File: src/sv/assert_macros.svh
// assertion macros for the nearest waypoint block
// no dependencies; the checks drop out when SYNTH is defined
`ifndef ASSERT_MACROS_SVH
`define ASSERT_MACROS_SVH
`ifndef SYNTH
`define NWL_ASSERT(label, clk, rst_n, prop, msg) \
	label: assert property (@(posedge clk) disable iff (!rst_n) (prop)) else $error(msg);
`define NWL_ASSERT_NEXT(label, clk, rst_n, ante, cons, msg) \
	label: assert property (@(posedge clk) disable iff (!rst_n) (ante) |=> (cons)) else $error(msg);
`else
`define NWL_ASSERT(label, clk, rst_n, prop, msg)
`define NWL_ASSERT_NEXT(label, clk, rst_n, ante, cons, msg)
`endif
`endif

File: src/sv/nwl_pkg.sv
// shared types, codes and constants of the nearest waypoint block
// no dependencies
`default_nettype none
package nwl_pkg;
	localparam int COORD_W   = 24;
	localparam int LOOK_W    = 16;
	localparam int THR_W     = 16;
	localparam int IDX_OUT_W = 10;
	localparam int DIST_W    = 24;
	localparam int SQ_W      = 50;
	localparam int ROOT_W    = SQ_W / 2;
	localparam int PT_W      = 2 * COORD_W;

	localparam int MAX_POINTS_DEF = 1024;
	localparam int WALK_LIMIT_DEF = 4096;
	localparam logic [THR_W-1:0] THR_RESET = 16'd400;

	localparam logic [1:0] MODE_LOAD  = 2'd0;
	localparam logic [1:0] MODE_QUERY = 2'd1;
	localparam logic [1:0] MODE_CLEAR = 2'd2;
	localparam logic [1:0] MODE_SPARE = 2'd3;

	localparam logic [1:0] STAT_OK    = 2'd0;
	localparam logic [1:0] STAT_FEW   = 2'd1;
	localparam logic [1:0] STAT_FULL  = 2'd2;

	typedef struct packed {
		logic [1:0]                mode;
		logic signed [COORD_W-1:0] pos_x_mm;
		logic signed [COORD_W-1:0] pos_y_mm;
		logic [LOOK_W-1:0]         lookahead_mm;
	} cmd_t;

	typedef struct packed {
		logic [1:0]           status;
		logic [IDX_OUT_W-1:0] nearest_index;
		logic [IDX_OUT_W-1:0] window_end;
		logic [DIST_W-1:0]    nearest_dist_mm;
		logic                 full_search;
	} rsp_t;

	typedef enum logic [3:0] {
		ST_IDLE,
		ST_SEARCH,
		ST_WALK,
		ST_WRD0,
		ST_WRD1,
		ST_WDIST,
		ST_WDWAIT,
		ST_WSQRT,
		ST_FIN,
		ST_FWAIT
	} state_t;
endpackage
`default_nettype wire

File: src/sv/nwl_dist.sv
// squared euclidean distance, three register stages
// depends on nwl_pkg
`default_nettype none
module nwl_dist (
	input  wire logic                                 clk,
	input  wire logic                                 arst_n,
	input  wire logic                                 vld,
	input  wire logic signed [nwl_pkg::COORD_W-1:0]   ax,
	input  wire logic signed [nwl_pkg::COORD_W-1:0]   ay,
	input  wire logic signed [nwl_pkg::COORD_W-1:0]   bx,
	input  wire logic signed [nwl_pkg::COORD_W-1:0]   by,
	output logic                                      sq_vld,
	output logic             [nwl_pkg::SQ_W-1:0]      sq
);
	localparam int DW = nwl_pkg::COORD_W + 1;

	logic signed [DW-1:0] dx, dy;
	logic [DW-1:0] adx_s1, ady_s1;
	logic [2*DW-1:0] prodx, prody;
	logic [nwl_pkg::SQ_W-1:0] sqx_s2, sqy_s2;
	logic vld_s1, vld_s2;

	assign dx = DW'(ax) - DW'(bx);
	assign dy = DW'(ay) - DW'(by);
	assign prodx = adx_s1 * adx_s1;
	assign prody = ady_s1 * ady_s1;

	always_ff @(posedge clk or negedge arst_n) begin
		if (!arst_n) begin
			vld_s1 <= 1'b0;
			vld_s2 <= 1'b0;
			sq_vld <= 1'b0;
		end else begin
			vld_s1 <= vld;
			vld_s2 <= vld_s1;
			sq_vld <= vld_s2;
		end
	end

	always_ff @(posedge clk) begin
		adx_s1 <= dx[DW-1] ? DW'(-dx) : DW'(dx);
		ady_s1 <= dy[DW-1] ? DW'(-dy) : DW'(dy);
		sqx_s2 <= nwl_pkg::SQ_W'(prodx);
		sqy_s2 <= nwl_pkg::SQ_W'(prody);
		sq     <= sqx_s2 + sqy_s2;
	end
endmodule
`default_nettype wire

File: config.mk
export PLATFORM = sky130hd
export DESIGN_NAME = nwl_dist
export DESIGN_NICKNAME = d
export VERILOG_FILES = /design/src/sv/assert_macros.svh /design/src/sv/nwl_pkg.sv /design/src/sv/nwl_dist.sv
export SDC_FILE = /design/constraint.sdc
export NUM_CORES = 2
export LEC_CHECK = 0
export BUFFER_PORTS_ARGS = -buffer_cell sky130_fd_sc_hd__buf_2
export CAP_MARGIN = 20
export CORE_ASPECT_RATIO = 0.8
export CORE_UTILIZATION = 60
export DETAILED_ROUTE_END_ITERATION = 8
export GPL_ROUTABILITY_DRIVEN = 0
export GPL_TIMING_DRIVEN = 1
export PLACE_DENSITY = 0.84
export SYNTH_ARGS = -nofsm -noshare
export SYNTH_HDL_FRONTEND = slang
export SYNTH_SLANG_ARGS = --single-unit
export TNS_END_PERCENT = 50
File: constraint.sdc
create_clock -name clk -period 18.5 [get_ports clk]
set_input_delay 3.7 -clock clk [delete_from_list [all_inputs] [get_ports clk]]
set_output_delay 3.7 -clock clk [all_outputs]
set_load 0.01 [all_outputs]
Word-level counts from Yosys, hierarchy flattened:

Cells that the tools add are included.

* input bits: 99
* logic and storage cells: 19
* register bits: 203

* $add $sub $neg: 5
* multiply operators: 2
* muxes and demuxes: 2

Operators by type and width (count)
* multiplier 25 x 25 -> 50 bit: 2
* adder 50 bit: 1
* negation 25 bit: 2
* subtractor 24 x 24 -> 25 bit: 2
* two-way mux 24 bit: 2

Depth between registers and ports, before layout:

* depth after elaboration: 3
* depth in mapped cells: 29
* gate-level depth less buffers: 27

Least setup slack after synthesis:

No wires, ideal clock.

* path kind: register to register
* start: reg ady_s1[3]
* end: reg sqy_s2[46] (netlist name)
* buffers on the path: 3
* arrival: 6.942 ns
* stages on the path, launching flop included: 29
* data required time: 18.379 ns
* path slack: 11.438 ns
* library setup time: 0.121 ns
* cells stage by stage: dfxtp_1 > clkbuf_1 > clkbuf_1 > nand2_1 > fa_1 > inv_1 > fa_1 > inv_1 > fa_1 > inv_1 > fa_1 > inv_1 > fa_1 > inv_1 > fa_1 > inv_1 > fa_1 > inv_1 > ha_1 > clkbuf_1 > a21o_1 > a31oi_1 > a311o_1 > a2111o_1 > nand2_1 > a31oi_1 > o31ai_1 > a21oi_1 > xnor2_1

* cells in the longest elaborated chain, start to end: 1

RTL lines
* start, declared: RTL line nwl_dist.sv:18 `logic [DW-1:0] adx_s1, ady_s1;`
* start signal, assigned: RTL line nwl_dist.sv:42 `ady_s1 <= dy[DW-1] ? DW'(-dy) : DW'(dy);`
* multiplier 25 x 25 -> 50 bit: RTL line nwl_dist.sv:26 `assign prody = ady_s1 * ady_s1;`
* via prody[46]: RTL line nwl_dist.sv:19 `logic [2*DW-1:0] prodx, prody;`
* end signal, assigned: RTL line nwl_dist.sv:44 `sqy_s2 <= nwl_pkg::SQ_W'(prody);`
* end, declared: RTL line nwl_dist.sv:20 `logic [nwl_pkg::SQ_W-1:0] sqx_s2, sqy_s2;`

The timed path passes the listed nets, and every way through them passes these cells.
A chain may end at the register's enable or synchronous reset.

Worst setup path in the final report:

* start: reg ady_s1[2]
* end: reg sqy_s2[49] (netlist name)

The elaborated chain is that of the path after synthesis.

==> results_dict.tcl <==
set metrics [dict create \
    status "complete, no violations" \
    setup_slack_ps 10080 \
    synth_enable_flop_cells 0 \
    postRouteWirelength_um 106000 \
    hold_viol_final 0 \
    synth-adder-area-share_pct 53.3 \
    antenna_found_initial 5 \
    relSlewSlack_pct 20.1 \
    hp-class "reg2reg" \
    drv_cap 0 \
    finalSetupViolCount 0 \
    row_count 90 \
    synth_cell_types 94 \
    reg2reg_depth 24 \
    max_stage_delay_ps 1110 \
    cts_post_setup_buffers_inserted 0 \
    cts_resized 0 \
    dp_hpwl_um 87100 \
    synth_mux_area_share_pct 0.206 \
    path_buf_inv 5 \
    async_reset_ff_share_pct 1.49 \
    die_area_mm2 0.0780 \
    crit_fanout 24 \
    yosys.area_share.simple_pct 11.8 \
    endpoint_kind "flop" \
    clk_root_buffer_cell "clkbuf_16" \
    worst-setup-path-type "reg2reg" \
    yosysWarnings 0 \
    skew_ps 47.2 \
    die_x_um 312 \
    cts_hold_buf 0 \
    initial_core_util_pct 60.9 \
    clock-sinks 201 \
    core-area_mm2 0.0758 \
    synth_area_leader_cell "fa_1" \
    worstMarginPinSlew_ps 1200 \
    num_vias 34341 \
    drtIter0Drc 3029 \
    cts_buffers 23 \
    clkTransAtPathRegs_ps 80 \
    layout-drive-gt1-share_pct 5.42 \
    grt_pass1_wl_um 178000 \
    critPathArrivalTime_ps 8950 \
    cp_data_required_time_ps 19030 \
    crit_path_top_delay_cell "dfxtp_1" \
    yosysSeqAreaShare_pct 8.76 \
    dr.pass1.iters 6 \
    ctsLongestPathBuffers 3 \
    overflow 0 \
    diodes 0 \
    htree_levels 1 \
    worst_skew_pair.late_latency_ps 590 \
    synth_top_family_by_area "adder cells" \
    fmaxAchievable_mhz 119 \
    fillCellCount 5834 \
    synthesis.nets 6630 \
    min_delay_path_depth 0 \
    io_buffer_count 149 \
    ant_nets 0 \
    grt_max_degree 29 \
    critPathLaunchType "flop" \
    syn_avg_cell_area_um2 9.00 \
    cts_tree "yes" \
    route.detailed.drc 0 \
    synth_ff_type "dfxtp_1" \
    netlist.area_leader.share_pct 40.5 \
    cp_num_cells 24 \
    min_period_over_period_pct 45.5 \
    ys_ff_latch 201 \
    final.setup.tns_ps 0 \
    maxSlewViolCount 0 \
    nets 6687 \
    synthCells 5125 \
    grt_pass1_vias 36837 \
    dieHeight_um 250 \
    path_delay_family "adder cells" \
    final_util_pct 64.2 \
    area_delta_synth_final_pct 5.57 \
    syn_area_mm2 0.0461 \
    pre_cts_ws_ps 10270 \
    wl_per_cell_um 17.0 \
    synth_compound_area_share_pct 8.64 \
    synthXorXnorAreaFrac_pct 4.34 \
    path_cells "inv_1, nor2_1, inv_1, fa_1, inv_1, fa_1, fa_1, ha_1, ha_1, inv_1, fa_1, fa_1, inv_1, ha_1, a41oi_1, o21ai_0, a21oi_1, o21ai_1, a31oi_2, o21ai_1, a221o_1, a211o_1, a31oi_1, xnor2_1" \
    rsz0062_at_grt "false" \
    finalCriticalPeriod_ps 8420 \
    track_usage_pct 28.2 \
    ios 150 \
    fin_hold_ws_ps 348 \
    synth_area_leaders "fa_1 41%, ha_1 13%, inv_1 12%, dfxtp_1 8.6%, and2_1 3.4%" \
    vias_per_cell 5.53 \
]
-- per-stage QoR --
| stage | instance area (µm²) | instances |
|---|---|---|
| 2_1_floorplan | 46100 | 5125 |
| 3_3_place_gp | 47700 | 6161 |
| 3_5_place_dp | 47700 | 6161 |
| 4_1_cts | 48500 | 6203 |
| 5_1_grt | 48700 | 6211 |
| 6_report | 48700 | 6211 |
-- area by class of cell --
type | count | area [µm²] | area share [%]
Clock buffer | 26 | 607 | 1.25
Inverter | 1431 | 5370 | 11.0
Timing Repair Buffer | 183 | 1110 | 2.28
Sequential cell | 201 | 4040 | 8.30
Multi-Input combinational cell | 3342 | 36100 | 74.2
Tap cell | 1012 | 1270 | 2.60
Clock inverter | 16 | 180 | 0.370
-- cells by family after synthesis --
kind of cell / Yosys count
and+or+nand+nor: 1097
adders and majority gates: 1406
AOI/OAI and AO/OA: 603
buffers and inverters: 1582
muxes: 9
DFF: 201
xor gates and xnor gates: 227
-- cells in the mapped netlist, drive strengths merged, types with 7 or more instances --
cell type,number
xnor2,143
nor2b,33
o21a,23
inv,1431
fa,934
a211o,9
dfxtp,198
xor2,84
a221oi,7
nand3,52
nand2,418
o2111ai,8
o21ai,104
or3,13
nand4,21
a21o,106
o21bai,18
and4,9
buf,9
nor4,11
nand2b,25
o31ai,15
or2,13
and3,18
a211oi,28
a31oi,37
nor2,170
and2,251
nor3b,8
ha,472
a21oi,177
clkbuf,142
nor3,35
-- worst register-to-register path: cells and delay by family (launching register included) --
family,cells,cell delay (ps)
AOI/OAI and AO/OA,9,2640
xor gates and xnor gates,1,130
adders and majority gates,8,3360
buffers and inverters,5,730
DFF,1,1110
and+or+nand+nor,1,410
-- final timing paths --
check                               start         end  slack [ps]
worst max-delay path            ady_s1[2]  sqy_s2[49]       10080
worst min-delay path               vld_s1      vld_s2         350
worst max register to register  ady_s1[2]  sqy_s2[49]       10080
worst min register to register     vld_s1      vld_s2         350
max in group asynchronous          arst_n      vld_s2       15450
min in group asynchronous          arst_n      sq_vld        2950
-- placed cells by master (no fill, tap or decap), drive strengths merged, types with 11 or more instances in the layout --
cell    instances
nor2b          33
a21o          106
o31ai          15
nor4           11
nand2b         25
o21ai         104
o21a           23
xnor2         143
nand2         418
nor3           35
or2            13
nor2          170
xor2           84
clkbuf         26
a211oi         28
nand4          21
fa            934
inv          1438
and2          251
dfxtp         198
nand3          52
ha            472
or3            13
buf           183
a21oi         177
and3           18
o21bai         18
a31oi          37
-- routing by layer --
layer	track usage (%)	up-vias	share of wire, %
met5	0	-	0.0076
met3	5.48	208	8.9
met2	46.0	1415	47
met1	38.5	17132	42
li1	-	15584	-
met4	7.55	2	2.6
-- sequential cells by signal (all words and copies together), names as in the netlist --
signal and flops:
vld_s1 1, vld_s2 1, sqx_s2 49, sqy_s2 49, ady_s1 25, sq_vld 1, sq 50, adx_s1 25
Power is not shown: default switching activity piles up to over one toggle a cycle in this logic, so the estimate is an artifact.
