### config.mk
export PLATFORM = sky130hd
export DESIGN_NAME = nwl_isqrt
export DESIGN_NICKNAME = d
export VERILOG_FILES = /design/src/sv/assert_macros.svh /design/src/sv/nwl_pkg.sv /design/src/sv/nwl_isqrt.sv
export SDC_FILE = /design/constraint.sdc
export NUM_CORES = 1
export LEC_CHECK = 0
export ABC_AREA = 0
export BUFFER_PORTS_ARGS = -buffer_cell sky130_fd_sc_hd__buf_2
export CORE_MARGIN = 4
export CORE_UTILIZATION = 63
export DETAILED_ROUTE_END_ITERATION = 16
export HOLD_SLACK_MARGIN = 0.1
export PLACE_DENSITY = 0.83
export RECOVER_POWER = 100
export SLEW_MARGIN = 25
export SYNTH_ARGS = -nofsm -noshare
export SYNTH_HDL_FRONTEND = slang
export SYNTH_SLANG_ARGS = --single-unit
### constraint.sdc
create_clock -name clk -period 9.8 [get_ports clk]
set_clock_uncertainty 0.2 [all_clocks]
set_input_delay 0.49 -clock clk [delete_from_list [all_inputs] [get_ports clk]]
set_output_delay 0.49 -clock clk [all_outputs]
set_load 0.02 [all_outputs]
### src/sv/assert_macros.svh
// assertion macros for the nearest waypoint block
// no dependencies; the checks drop out when SYNTH is defined
`ifndef ASSERT_MACROS_SVH
`define ASSERT_MACROS_SVH
`ifndef SYNTH
`define NWL_ASSERT(label, clk, rst_n, prop, msg) \
	label: assert property (@(posedge clk) disable iff (!rst_n) (prop)) else $error(msg);
`define NWL_ASSERT_NEXT(label, clk, rst_n, ante, cons, msg) \
	label: assert property (@(posedge clk) disable iff (!rst_n) (ante) |=> (cons)) else $error(msg);
`else
`define NWL_ASSERT(label, clk, rst_n, prop, msg)
`define NWL_ASSERT_NEXT(label, clk, rst_n, ante, cons, msg)
`endif
`endif

### src/sv/nwl_pkg.sv
// shared types, codes and constants of the nearest waypoint block
// no dependencies
`default_nettype none
package nwl_pkg;
	localparam int COORD_W   = 24;
	localparam int LOOK_W    = 16;
	localparam int THR_W     = 16;
	localparam int IDX_OUT_W = 10;
	localparam int DIST_W    = 24;
	localparam int SQ_W      = 50;
	localparam int ROOT_W    = SQ_W / 2;
	localparam int PT_W      = 2 * COORD_W;

	localparam int MAX_POINTS_DEF = 1024;
	localparam int WALK_LIMIT_DEF = 4096;
	localparam logic [THR_W-1:0] THR_RESET = 16'd400;

	localparam logic [1:0] MODE_LOAD  = 2'd0;
	localparam logic [1:0] MODE_QUERY = 2'd1;
	localparam logic [1:0] MODE_CLEAR = 2'd2;
	localparam logic [1:0] MODE_SPARE = 2'd3;

	localparam logic [1:0] STAT_OK    = 2'd0;
	localparam logic [1:0] STAT_FEW   = 2'd1;
	localparam logic [1:0] STAT_FULL  = 2'd2;

	typedef struct packed {
		logic [1:0]                mode;
		logic signed [COORD_W-1:0] pos_x_mm;
		logic signed [COORD_W-1:0] pos_y_mm;
		logic [LOOK_W-1:0]         lookahead_mm;
	} cmd_t;

	typedef struct packed {
		logic [1:0]           status;
		logic [IDX_OUT_W-1:0] nearest_index;
		logic [IDX_OUT_W-1:0] window_end;
		logic [DIST_W-1:0]    nearest_dist_mm;
		logic                 full_search;
	} rsp_t;

	typedef enum logic [3:0] {
		ST_IDLE,
		ST_SEARCH,
		ST_WALK,
		ST_WRD0,
		ST_WRD1,
		ST_WDIST,
		ST_WDWAIT,
		ST_WSQRT,
		ST_FIN,
		ST_FWAIT
	} state_t;
endpackage
`default_nettype wire

### src/sv/nwl_isqrt.sv
// iterative floor square root, one result bit per cycle
// depends on nwl_pkg
`default_nettype none
module nwl_isqrt (
	input  wire logic                          clk,
	input  wire logic                          arst_n,
	input  wire logic                          start,
	input  wire logic [nwl_pkg::SQ_W-1:0]      val,
	output logic                               busy,
	output logic                               done,
	output logic      [nwl_pkg::ROOT_W-1:0]    root
);
	localparam int SQ_W = nwl_pkg::SQ_W;
	localparam int IT_W = $clog2(nwl_pkg::ROOT_W + 1);

	logic [SQ_W-1:0] v_q, res_q, bit_q, trial;
	logic [IT_W-1:0] left_q;

	assign trial = res_q + bit_q;
	assign busy  = left_q != '0;
	assign root  = res_q[nwl_pkg::ROOT_W-1:0];

	always_ff @(posedge clk or negedge arst_n) begin
		if (!arst_n) begin
			left_q <= '0;
			done   <= 1'b0;
		end else begin
			done <= !start && left_q == IT_W'(1);
			if (start) begin
				left_q <= IT_W'(nwl_pkg::ROOT_W);
			end else if (busy) begin
				left_q <= left_q - IT_W'(1);
			end
		end
	end

	always_ff @(posedge clk) begin
		if (start) begin
			v_q   <= val;
			res_q <= '0;
			bit_q <= SQ_W'(1) << (SQ_W - 2);
		end else if (busy) begin
			if (v_q >= trial) begin
				v_q   <= v_q - trial;
				res_q <= (res_q >> 1) + bit_q;
			end else begin
				res_q <= res_q >> 1;
			end
			bit_q <= bit_q >> 2;
		end
	end
endmodule
`default_nettype wire
* Word-level counts from Yosys, hierarchy flattened
Cells that the tools add are included.
Storage, ports and cells: register bits 131, bits of input ports 53, output and inout bits 27, logic and storage cells 23
Cells by class: add/sub/neg operators 4, order comparisons 1, equal/unequal tests 1, muxes and demuxes 6, reductions and logical operators 6
Operators by type and width (number):
- $mux 50 | 4
- $add 49x49->50 | 1
- $add 50x49->50 | 1
- $ge 50x50->1 | 1
- $sub 50x50->50 | 1
- $mux 5 | 2
- $eq 5x1->1 const B | 1
- $reduce_bool 5->1 | 1
- $sub 5x1->5 const B | 1
- $reduce_bool 2->1 | 2
- $reduce_and 2->1 | 1
- $logic_and 1x1->1 | 1
- $logic_not 1->1 | 1

* Depth between registers and ports, before layout
word-level depth 5, mapped depth 24, depth with buffers taken out 21

* Worst setup path before layout
No wires, ideal clock.
kind flip-flop to flip-flop, from register res_q[2], to register v_q[0] (enable), setup time 0.527 ns, arrival time 7.983 ns, data required time 9.073 ns, slack 1.090 ns, cell stages (with the launch flop) 22, buffers on the path 2, clock period less this slack 8.710 ns, path through dfxtp_1 ha_1 a31o_2 o211ai_1 o211ai_1 o211ai_1 a21o_1 o211ai_1 a31o_2 a31oi_1 xor2_1 ha_1 nand2_1 or3_1 or4_4 o31ai_4 a211o_4 a2111o_4 nand2_4 buf_6 buf_4 o21ai_0
On the way: cells in the longest elaborated chain, start to end 4
Ends and longest elaborated chain:
- start, declared | line nwl_isqrt.sv:16 | logic [SQ_W-1:0] v_q, res_q, bit_q, trial;
- start signal, assigned | line nwl_isqrt.sv:45 | res_q <= (res_q >> 1) + bit_q;
- start signal, assigned | line nwl_isqrt.sv:47 | res_q <= res_q >> 1;
- $add 50x49->50 | line nwl_isqrt.sv:19 | assign trial = res_q + bit_q;
- $ge 50x50->1 | line nwl_isqrt.sv:43 | if (v_q >= trial) begin
- $reduce_bool 2->1 (no source line)
- $reduce_and 2->1 (no source line)
- end signal, assigned | line nwl_isqrt.sv:39 | v_q <= val;
- end signal, assigned | line nwl_isqrt.sv:44 | v_q <= v_q - trial;
- end, declared | line nwl_isqrt.sv:16
Every way passes these cells. A chain may end at the register's enable or synchronous reset.

* Worst setup path after layout
from register res_q[2], to register v_q[49] (enable)
The elaborated chain is that of the path after synthesis.

==> reports/metrics.yaml <==
r2r_end: "v_q[49]$_DFFE_PP_"
start_kind: "flip-flop"
p_switching_uw: 1715
yosys.area.top_type: "dfxtp_1"
cp_max_fo: 50
initial_core_util_pct: 65.03
startpoint: "res_q[2]$_SDFFE_PP0P_"
place_area_um2: 12100
grt.total_usage_pct: 30.53
yosysTopAreaCellShare_pct: 12.64
intPower_uw: 1937
fp.dieW_um: 145.3
cp_data_arrival_time_ns: 7.79
r2r_slack_ns: 1.87
ys_seq_elements: 131
drt-total-wl_um: 33170
grt_max_degree: 78
cp-endpoint: "v_q[49]$_DFFE_PP_"
grt_antenna_before_repair: 0
fill_cells: 1578
setup_viol: 0
ys_top_cells_by_count: "nand2_1, nor2_1, ha_1, o21ai_0, a21oi_1"
drtAntennaViolNets: 0
clock_latency_ns: 0.43
final_layout_size_suffix_gt1_share_pct: 6.992
diodes: 0
critPathSlowestCell: "inv_1"
critPathCaptureType: "flip-flop"
core_um2: 18270
grt_pass1_wl_um: 54140
synth_cells: 1508
tns_ns: 0
synth_cell_types: 79
grt_pass1_vias: 10680
outcome: "complete, but fails checks"
rsz0062_at_grt: "false"
worst_pin_slew_ns: 2.382
seqPwrFrac_pct: 24.4
slew_headroom_pct: -58.78
numCtsBuffers: 17
syn_nets: 1667
ir_drop_mv: 0.1929
drc_errors: 0
synthesis.area_um2: 11880
async_flop_share_pct: 4.580
wl_per_cell_um: 19.01
p_leak_uw: 0.004871
critPathRequiredTime_ns: 9.66
crit_chain: "ha_1 -> a31o_2 -> o211ai_1 -> o211ai_1 -> o211ai_1 -> a21o_1 -> o211ai_1 -> a31o_2 -> a31oi_1 -> xor2_1 -> ha_1 -> nand2_1 -> or3_1 -> or4_1 -> o31ai_1 -> a21oi_2 -> clkbuf_1 -> inv_1 -> nand2_4 -> o21ai_0 -> buf_4"
dr_total_vias: 11460
crit_type: "flip-flop to flip-flop"
fin_crit_sh_pct: 80.96
r2r_start: "res_q[2]$_SDFFE_PP0P_"
synth_edf_count: 50
cts_tree: "built"
drt_iter0_drc: 1087
cts.sinks: 131
nets: 1662
final_area_um2: 12500
clk_path_buf_depth: 2
avgSynthCellArea_um2: 7.879
min_period_ns: 7.934
register_area_um2: 3153
synthFlopType: "dfxtp_1"
worst_r2r_path_depth: 21
h-tree-depth: 4
dr.pass1.iters: 6
violations: "capacitance limit, slew limit"
clockPowerShare_pct: 15.7
ys_seq_area_share_pct: 26.54
switching_share_pct: 46.96
crit_path_frequent_cell: "o211ai_1"
num_rows: 49
power_density_nw_per_um2: 292.3
dp_hpwl_um: 24000
synth.area.top_cells: "dfxtp_1, edfxtp_1, ha_1, nand2_1, o21ai_0"
pwr-share-comb_pct: 59.9
synthMostInstantiatedCell: "nand2_1"
min_path_type: "input pin to flip-flop"
slew_viol_final: 193
gp_congestion: 0.9670
hold_viol_final: 0
cts_root_buf: "clkbuf_16"
cts.clk_slew.worst_paths_ns: 0.06
port_buffers: 79
cap_violations: 5
io_pins: 80
fmax_mhz: 126.0
area_growth_pct: 5.181
dieHeight_um: 145.3
crit_path_max_incr_delay_ns: 0.72
via_per_inst: 6.569
fp.dieArea_um2: 21120
overflow: 0
yosysWarnings: 0
multiInputGateArea_um2: 8013
routing by layer:
metal  track usage, %  vias to the layer above  routed length [um]
met2            50.39                      511               15590
met3            6.447                       84                2592
li1                 -                     5540                   -
met1            39.57                     5328               13930
met4            11.30                        0                1059
met5                0                        -                   0
stage by stage:
stage,total power [uW],setup WS [ns],hold slack (ns),util [%],cells
5_1_grt,3910,1.509,0.1276,68.40,1745
4_1_cts,3644,3.044,0.1199,69.05,1745
2_1_floorplan,2609,1.090,-0.005591,-,1508
3_5_place_dp,3054,3.051,0.1214,66.24,1712
6_report,3653,1.866,0.1287,68.40,1745
3_3_place_gp,3015,3.400,0.1197,66.24,1712
worst max-delay path: cells and delay by family, from the launching register on:
kind                       cells  cell delay [ns]
xor gates and xnor gates       1             0.09
adders and majority gates      2             0.62
buffers and inverters          3             1.89
AOI/OAI and AO/OA             11             2.99
and+or+nand+nor                4             1.26
DFF                            1             0.42
cells in the final DEF (no fill, tap or decap), types with 7 or more instances in the layout:
master     count
a21oi_1      103
a211oi_1      42
o31ai_1        8
clkbuf_16     17
nor3_1        32
nand4_1       30
o21ai_0      105
xor2_1        59
dfxtp_1       75
nor2_1       110
o21a_1        11
o31a_1        12
nor2b_1       12
and3_1        18
xnor2_1       60
clkbuf_1      37
clkinv_2       7
o211ai_1      17
ha_1         105
o21bai_1      18
or3_1         13
a311oi_1      19
inv_1         33
nand3_1       41
a21o_1        51
buf_2         51
a31oi_1       52
edfxtp_1      50
a31o_2         9
nand2_1      212
timing repair:
item / 4_1_cts / 5_1_grt
buffers inserted: 0 / 0
setup endpoints to repair: 0 / 0
hold endpoints to repair: 6 / 0
hold buffers: 1 / 0
gates resized for setup: 0 / 0
sequential cells by signal (all words and copies together) (netlist names):
name,count
res_q,50
v_q,50
bit_q,25
left_q,5
done,1
area by class of cell:
type / instances / share of cell area [%]
inverters: 34 / 1.031
multi-input cells: 1231 / 64.12
clock inverters: 11 / 0.5106
repair buffers: 88 / 3.294
flip-flops and latches: 131 / 25.23
clock buffers: 21 / 3.524
well taps: 229 / 2.293
worst min-delay path by stage:
stage	from	to	slack, ns	cells past startpoint
floorplan	arst_n	done$_DFF_PN0_	-0.006	0
global placement	arst_n	done$_DFF_PN0_	0.12	1
detailed placement	arst_n	done$_DFF_PN0_	0.12	1
CTS	val[35]	v_q[35]$_DFFE_PP_	0.12	3
global route	val[35]	v_q[35]$_DFFE_PP_	0.13	3
finish	val[35]	v_q[35]$_DFFE_PP_	0.13	3
power groups by stage:
stage | Clock (uW) | Combinational [uW] | Sequential (uW)
after floorplan | 0 | 1750 | 863
after global placement | 0 | 2120 | 894
after detailed placement | 0 | 2160 | 897
after CTS | 576 | 2180 | 890
after global routing | 604 | 2400 | 907
final | 573 | 2190 | 893
kinds of logic after synthesis:
kind of cell | after synthesis | synth area share [%]
simple gates | 504 | 19.41
xor+xnor | 119 | 8.772
mux | 5 | 0.4423
compound gates | 497 | 28.00
flops | 131 | 26.54
fa+ha+maj | 106 | 11.23
buf+inv | 146 | 5.613
(Power assumes the default switching activity.)
