## config.mk

```make
export PLATFORM = sky130hd
export DESIGN_NAME = nwl_ram
export DESIGN_NICKNAME = d
export VERILOG_FILES = /design/src/sv/assert_macros.svh /design/src/sv/nwl_ram.sv
export SDC_FILE = /design/constraint.sdc
export NUM_CORES = 1
export LEC_CHECK = 0
export BUFFER_PORTS_ARGS = -buffer_cell sky130_fd_sc_hd__buf_2
export CORE_MARGIN = 1.5
export CORE_UTILIZATION = 29
export CTS_CLUSTER_DIAMETER = 40
export DETAILED_ROUTE_END_ITERATION = 7
export GPL_TIMING_DRIVEN = 1
export PLACE_DENSITY = 0.51
export SYNTH_ARGS = -nofsm -noshare
export SYNTH_HDL_FRONTEND = slang
export SYNTH_SLANG_ARGS = --single-unit
```

## constraint.sdc

```tcl
create_clock -name clk -period 3.18 [get_ports clk]
set_input_delay 0.636 -clock clk [delete_from_list [all_inputs] [get_ports clk]]
set_output_delay 0.636 -clock clk [all_outputs]
set_load 0.05 [all_outputs]
```

## src/sv/assert_macros.svh

```systemverilog
// assertion macros for the nearest waypoint block
// no dependencies; the checks drop out when SYNTH is defined
`ifndef ASSERT_MACROS_SVH
`define ASSERT_MACROS_SVH
`ifndef SYNTH
`define NWL_ASSERT(label, clk, rst_n, prop, msg) \
	label: assert property (@(posedge clk) disable iff (!rst_n) (prop)) else $error(msg);
`define NWL_ASSERT_NEXT(label, clk, rst_n, ante, cons, msg) \
	label: assert property (@(posedge clk) disable iff (!rst_n) (ante) |=> (cons)) else $error(msg);
`else
`define NWL_ASSERT(label, clk, rst_n, prop, msg)
`define NWL_ASSERT_NEXT(label, clk, rst_n, ante, cons, msg)
`endif
`endif

```

## src/sv/nwl_ram.sv

```systemverilog
// generic single-port-write, single-port-read ram with registered read
// no dependencies
`default_nettype none
module nwl_ram #(
	parameter int WIDTH = 8,
	parameter int DEPTH = 16
) (
	input  wire logic                     clk,
	input  wire logic                     we,
	input  wire logic [$clog2(DEPTH)-1:0] waddr,
	input  wire logic [WIDTH-1:0]         wdata,
	input  wire logic                     re,
	input  wire logic [$clog2(DEPTH)-1:0] raddr,
	output logic      [WIDTH-1:0]         rdata
);
	logic [WIDTH-1:0] mem [DEPTH];

	always_ff @(posedge clk) begin
		if (we) begin
			mem[waddr] <= wdata;
		end
		if (re) begin
			rdata <= mem[raddr];
		end
	end
endmodule
`default_nettype wire

```

Yosys cells after proc, flatten, opt, wreduce, memory -nomap -nowiden
Memory sizes are Yosys's and may differ from the RTL's. A register that Yosys moved wholly into a read port is not among the register bits.
Index checks and enable logic that the tools add are counted.
Widths: inputs -> output; s select.
{"block": "op_classes", "muxes": 2}
{"op": "$mux 1", "n": 2}
{"block": "totals", "ff_bits": 0, "mem_bits_rw": 128, "inputBits": 19, "word_cells": 3, "n_memories": 1}
{"memory": "mem", "depth": 16, "width": 8, "rd": 1, "rd_clocked_by_memory_dff": 1, "wr": 1, "line": "nwl_ram.sv:16", "rtl": "logic [WIDTH-1:0] mem [DEPTH];"}

Longest topological paths before layout
Gate-level depths: netlist (run 1).
{"block": "logic_depth", "depth_word": 2, "mapped_depth": 5, "ltp_nobuf": 3}

Worst setup path after synthesis (run 1)
No wires, ideal clock.
{"block": "synth_path", "kind": "input to register", "start": "input waddr[2]", "end": "memory mem[0][0], enable pin", "setup_time_ns": 0.383, "arrival_ns": 1.746, "setup_slack_ns": 1.051, "path_stages": 2, "n_path_buf": 0, "cell_sequence": "or3b_2 > nor3_1"}
{"item": "start: declaration", "line": "nwl_ram.sv:10", "rtl": "input wire logic [$clog2(DEPTH)-1:0] waddr,"}
{"item": "end: declaration", "line": "nwl_ram.sv:16"}
No word-level cell before the write port.

Final worst setup path (run 1)
{"block": "layout_path", "start": "input waddr[2]", "end": "memory mem[3][4], enable pin"}
No word-level cell before the write port.

==> flow_summary_export.csv, run 1 <==
group,metric,value,unit
pwr,ir_worst_vdd,0.000407,V
critical_path,crit_start,"waddr[2]",
timing,setup_tns,0,ns
drt,postRouteAntennaNets,0,
timing,grt_setup_unrepaired,"no",
critical_path,worstReg2RegStart,"mem[0][1]",
drt,drcViolationCount,0,
placement,gp_congestion,0.711,
logic_synthesis,synth_area_per_cell,22.8,um2
cts,clock_sinks,136,
placement,portBuffers,26,
pwr,p_per_area,639,nW/um2
layout,fin_util,0.353,
layout,fin_nets,298,
cts,clkSlewWorstSetupHoldPaths,0.05,ns
critical_path,cp.arrival,1.93,ns
floorplanning,die_y,137,um
layout,drive_above_1_share,0.277,
drt,wl,11000,um
timing,slew_violations,0,
floorplanning,initial_core_util,0.299,
grt,grt_usage,0.129,
layout,mostFrequentLayoutCells,"136 x edfxtp_1, 26 x buf_2, 18 x mux4_2, 17 x clkbuf_16, 16 x a22oi_1",
critical_path,slowest_delay,0.67,ns
critical_path,start_kind,"input port",
logic_synthesis,synthesis.area,5230,um2
logic_synthesis,yosysUniqueCellTypes,18,
cts,cts_tree,"built",
layout,final_cell_count_no_fill,514,
layout,nFillCells,1621,
placement,dpl.cell_count,485,
cts,cts_root_buf,"clkbuf_16",
floorplanning,io_pins,27,
pwr,power.total,0.00395,W
critical_path,cp_num_buf_inv,1,
cts,hold_buffers,0,
layout,final_common_cell,"edfxtp_1",
placement,pre_cts_ws,0.755,ns
critical_path,setup.worst_path.class,"in -> reg",
cts,cts-resized-gates,0,
logic_synthesis,syn_nets,248,
timing,slew_headroom,0.349,
grt,globalRouteOverflowTotal,0,
grt,grt_pass1_wl,16300,um
hold_path,worstHoldStart,"re",
critical_path,path_delay_family,"simple AND/OR/NAND/NOR gates",
timing,min_period,1.89,ns
critical_path,critPathSlowestCell,"nor2_1",
floorplanning,num_rows,48,
floorplanning,die_area,18800,um2
critical_path,worst-endpoint-required,3.21,ns
floorplanning,fp.coreArea,17500,um2
placement,dp_hpwl,6970,um
timing,max_freq,0.528,GHz
layout,n_antenna_cell,0,
cts,cts_setup_buffers,0,
grt,grt_start_max_net_pins,23,
drt,detail_route.wl_per_cell,21.4,um
grt,antenna_found_initial,0,
timing,hold_viol,0,
timing,worstMarginPinSlew,0.973,ns
layout,seq_area,4080,um2
cts,clock_latency,0.41,ns
timing,clock_skew,0.00779,ns
logic_synthesis,syn-instance-count,229,
grt,grt_pass1_vias,2551,
timing,period_share,0.595,
critical_path,crit_path_max_fanout,8,
cts,cts.path.max_buffers,2,
drt,via_per_inst,4.73,
logic_synthesis,ys_warn_count,0,
layout,area_growth,18.2,%
logic_synthesis,ys_ff_latch,136,
drt,first_iter_violations,244,
outcome,status,"finished clean",
cts,cts_buffers,17,
pwr,p_leak,2.04,nW
run,drv_cap,0,
logic_synthesis,ys_seq_area_frac,0.781,
timing,setup_viol,0,
hold_path,hold_class,"in -> reg",
timing,worst_slack,1.29,ns
floorplanning,die_width,137,um
critical_path,crit_path_end_kind,"register",
drt,vias,2433,
critical_path,cp_cell_sequence,"buf_2 > or3b_2 > nor2_1",
cts,htreeDepth,4,
drt,firstDrtPassIters,4,
layout,multiInputGateArea,1060,um2
layout make-up:
type                       instances  area share
timing repair buffer              41      0.0413
multi-input combinational         83       0.171
tap                              225      0.0456
clock inverter                     8     0.00952
clock buffer                      21      0.0713
sequential                       136       0.661
state kept, by name (all words and copies together) (netlist names):
name	count
mem	128
rdata	8
cell usage after synthesis:
cell type | n | area [um2]
edfxtp_1 | 136 | 4080
buf_2 | 3 | 15.0
nand2_1 | 9 | 33.8
buf_4 | 1 | 7.51
and2b_1 | 1 | 7.51
nand3_1 | 1 | 5.00
nor2b_1 | 1 | 6.26
or3b_2 | 1 | 8.76
mux4_2 | 18 | 405
a22oi_1 | 16 | 120
mux4_1 | 14 | 368
nand2b_1 | 2 | 12.5
nor2_1 | 13 | 48.8
nor3_1 | 4 | 20.0
and2_1 | 1 | 6.26
clkdlybuf4s25_2 | 3 | 30.0
buf_6 | 3 | 33.8
nand3b_1 | 2 | 15.0
cells by family (layout without fill, tap and decap cells):
logic type / Yosys count / count (layout) / share of synthesized area
AOI/OAI and AO/OA: 16 / 16 / 0.0230
buffers and inverters: 10 / 70 / 0.0165
DFF: 136 / 136 / 0.781
muxes: 32 / 32 / 0.148
and+or+nand+nor: 35 / 35 / 0.0314
metal layers:
metal  track usage  share of wire  vias up
li1              -              -     1080
met1         0.168           0.45     1274
met2         0.201           0.48       75
met3        0.0504          0.066        4
met4        0.0374         0.0052        0
met5             0              0        -
final timing paths:
path                            slack [ns]  cells past startpoint   endpoint
worst max register to register        1.59                      3   rdata[1]
worst min-delay path                  0.59                      1   rdata[5]
worst max-delay path                  1.29                      3  mem[3][4]
worst min register to register        0.75                      3   rdata[2]
metrics by stage:
step           instance area, um2  hold slack [ns]
4_1_cts                      6180            0.578
3_5_place_dp                 5680            0.746
5_1_grt                      6180            0.583
6_report                     6180            0.593
3_3_place_gp                 5680            0.732
2_1_floorplan                5230            0.705
power by group:
group          switching, W  total (W)  internal (W)
logic              0.000140   0.000217     0.0000772
clock network      0.000656    0.00170       0.00104
registers        0.00000969    0.00203       0.00202
No activity file was read; power rests on OpenSTA's default activity.
==> run 2, diff against run 1 <==
==> constraint.sdc (replaced) <==
create_clock -name clk -period 1.9 [get_ports clk]
set_input_delay 0.38 -clock clk [delete_from_list [all_inputs] [get_ports clk]]
set_output_delay 0.38 -clock clk [all_outputs]
set_load 0.05 [all_outputs]
==> flow_summary_export.csv, run 2 (synthesis gave the netlist of run 1 again) <==
group,metric,value,unit
hold_path,hold_class,"in -> reg",
timing,max_freq,0.639,GHz
critical_path,slowest_delay,0.54,ns
cts,cts_setup_buffers,0,
floorplanning,initial_core_util,0.299,
grt,grt_pass1_wl,16600,um
layout,area_growth,22.3,%
cts,cts.path.max_buffers,2,
layout,fin_nets,309,
layout,drive_above_1_share,0.317,
drt,drcViolationCount,0,
pwr,power.total,0.00694,W
cts,htreeDepth,4,
layout,mostFrequentLayoutCells,"136 x edfxtp_1, 26 x buf_2, 20 x buf_4, 18 x mux4_2, 17 x clkbuf_16",
critical_path,crit_path_end_kind,"register",
layout,top_regs,"mem x128, rdata x8",
timing,min_period,1.57,ns
critical_path,cp_cell_sequence,"buf_2 > buf_4 > buf_12 > mux4_1 > a22oi_1 > nand2_1",
cts,clock_latency,0.41,ns
timing,worst_slack,0.334,ns
pwr,p_leak,2.15,nW
layout,final_common_cell,"edfxtp_1",
grt,grt_pass1_vias,2703,
drt,via_per_inst,4.64,
timing,hold_viol,0,
drt,vias,2452,
cts,clkSlewWorstSetupHoldPaths,0.06,ns
layout,nFillCells,1601,
floorplanning,die_area,18800,um2
floorplanning,fp.coreArea,17500,um2
placement,gp_congestion,0.696,
critical_path,ff2ff_path_depth,3,
placement,dpl.cell_count,496,
timing,slew_violations,0,
timing,grt_setup_unrepaired,"no",
critical_path,crit_path_max_fanout,7,
cts,cts_root_buf,"clkbuf_16",
timing,setup_viol,0,
pwr,ir_worst_vdd,0.000553,V
layout,n_antenna_cell,0,
drt,first_iter_violations,198,
drt,detail_route.wl_per_cell,20.2,um
floorplanning,die_width,137,um
cts,cts_tree,"built",
timing,period_share,0.824,
timing,fin_hold_ws,0.360,ns
pwr,p_per_area,1090,nW/um2
cts,clock_sinks,136,
cts,cts-resized-gates,0,
timing,slew_headroom,0.514,
drt,postRouteAntennaNets,0,
timing,worstMarginPinSlew,0.727,ns
critical_path,critPathSlowestCell,"mux4_1",
critical_path,cp.arrival,1.72,ns
floorplanning,num_rows,48,
critical_path,start_kind,"input port",
layout,final_cell_count_no_fill,528,
critical_path,setup.worst_path.class,"in -> reg",
run,drv_cap,0,
drt,wl,10600,um
placement,portBuffers,26,
layout,fin_util,0.366,
critical_path,worst-endpoint-required,2.06,ns
grt,grt_usage,0.128,
layout,largest_reg_flops,128,
hold_path,worstHoldPathCells,1,
layout,regMostFlops,"mem",
timing,clock_skew,0.00574,ns
placement,pre_cts_ws,-0.135,ns
floorplanning,io_pins,27,
grt,antenna_found_initial,0,
floorplanning,die_y,137,um
grt,grt_start_max_net_pins,22,
placement,dp_hpwl,7100,um
cts,hold_buffers,0,
grt,globalRouteOverflowTotal,0,
cts,cts_buffers,17,
outcome,status,"finished clean",
drt,firstDrtPassIters,4,
## run 2: path summary, 6_finish.rpt
| check | slack, ns | start | to |
|---|---|---|---|
| worst max-delay path | 0.33 | raddr[0] | rdata[2] |
| worst min-delay path | 0.36 | wdata[1] | mem[8][1] |
| worst max register to register | 0.36 | mem[11][0] | rdata[0] |
| worst min register to register | 0.75 | mem[14][7] | rdata[7] |
## run 2: metal layers
| layer | wire length (um) | vias to the layer above | track usage |
|---|---|---|---|
| met1 | 4850 | 1271 | 0.175 |
| met4 | 169 | 0 | 0.0474 |
| met2 | 4990 | 60 | 0.192 |
| met5 | 0 | - | 0 |
| met3 | 634 | 16 | 0.0379 |
| li1 | - | 1105 | - |
## run 2: area by class of cell
type,instances,area [um2],area share
flip-flops and latches,136,4080,0.639
multi-input cells,83,1060,0.165
clock buffers,20,437,0.0683
repair buffers,52,400,0.0626
well taps,225,282,0.0440
clock inverters,12,133,0.0207
## run 2: critical path, delay by kind of cell
family                 cells  cell delay (ns)
buffers and inverters      3             0.44
multiplexers               1             0.54
AND/OR/NAND/NOR            1             0.09
AO/OA/AOI/OAI              1             0.28
## run 2: where the power goes
| group | switching (W) | total [W] | internal, W |
|---|---|---|---|
| Clock | 0.00112 | 0.00315 | 0.00203 |
| Sequential | 0.0000176 | 0.00340 | 0.00338 |
| Combinational | 0.000232 | 0.000385 | 0.000152 |
| Total | 0.00137 | 0.00694 | 0.00557 |
## run 2: through the flow
step | setup TNS (ns) | area [um2]
final | 0 | 6390
after global routing | 0 | 6390
after CTS | 0 | 6390
after detailed placement | -0.286 | 5820
after global placement | -0.338 | 5820
after floorplan | 0 | 5230
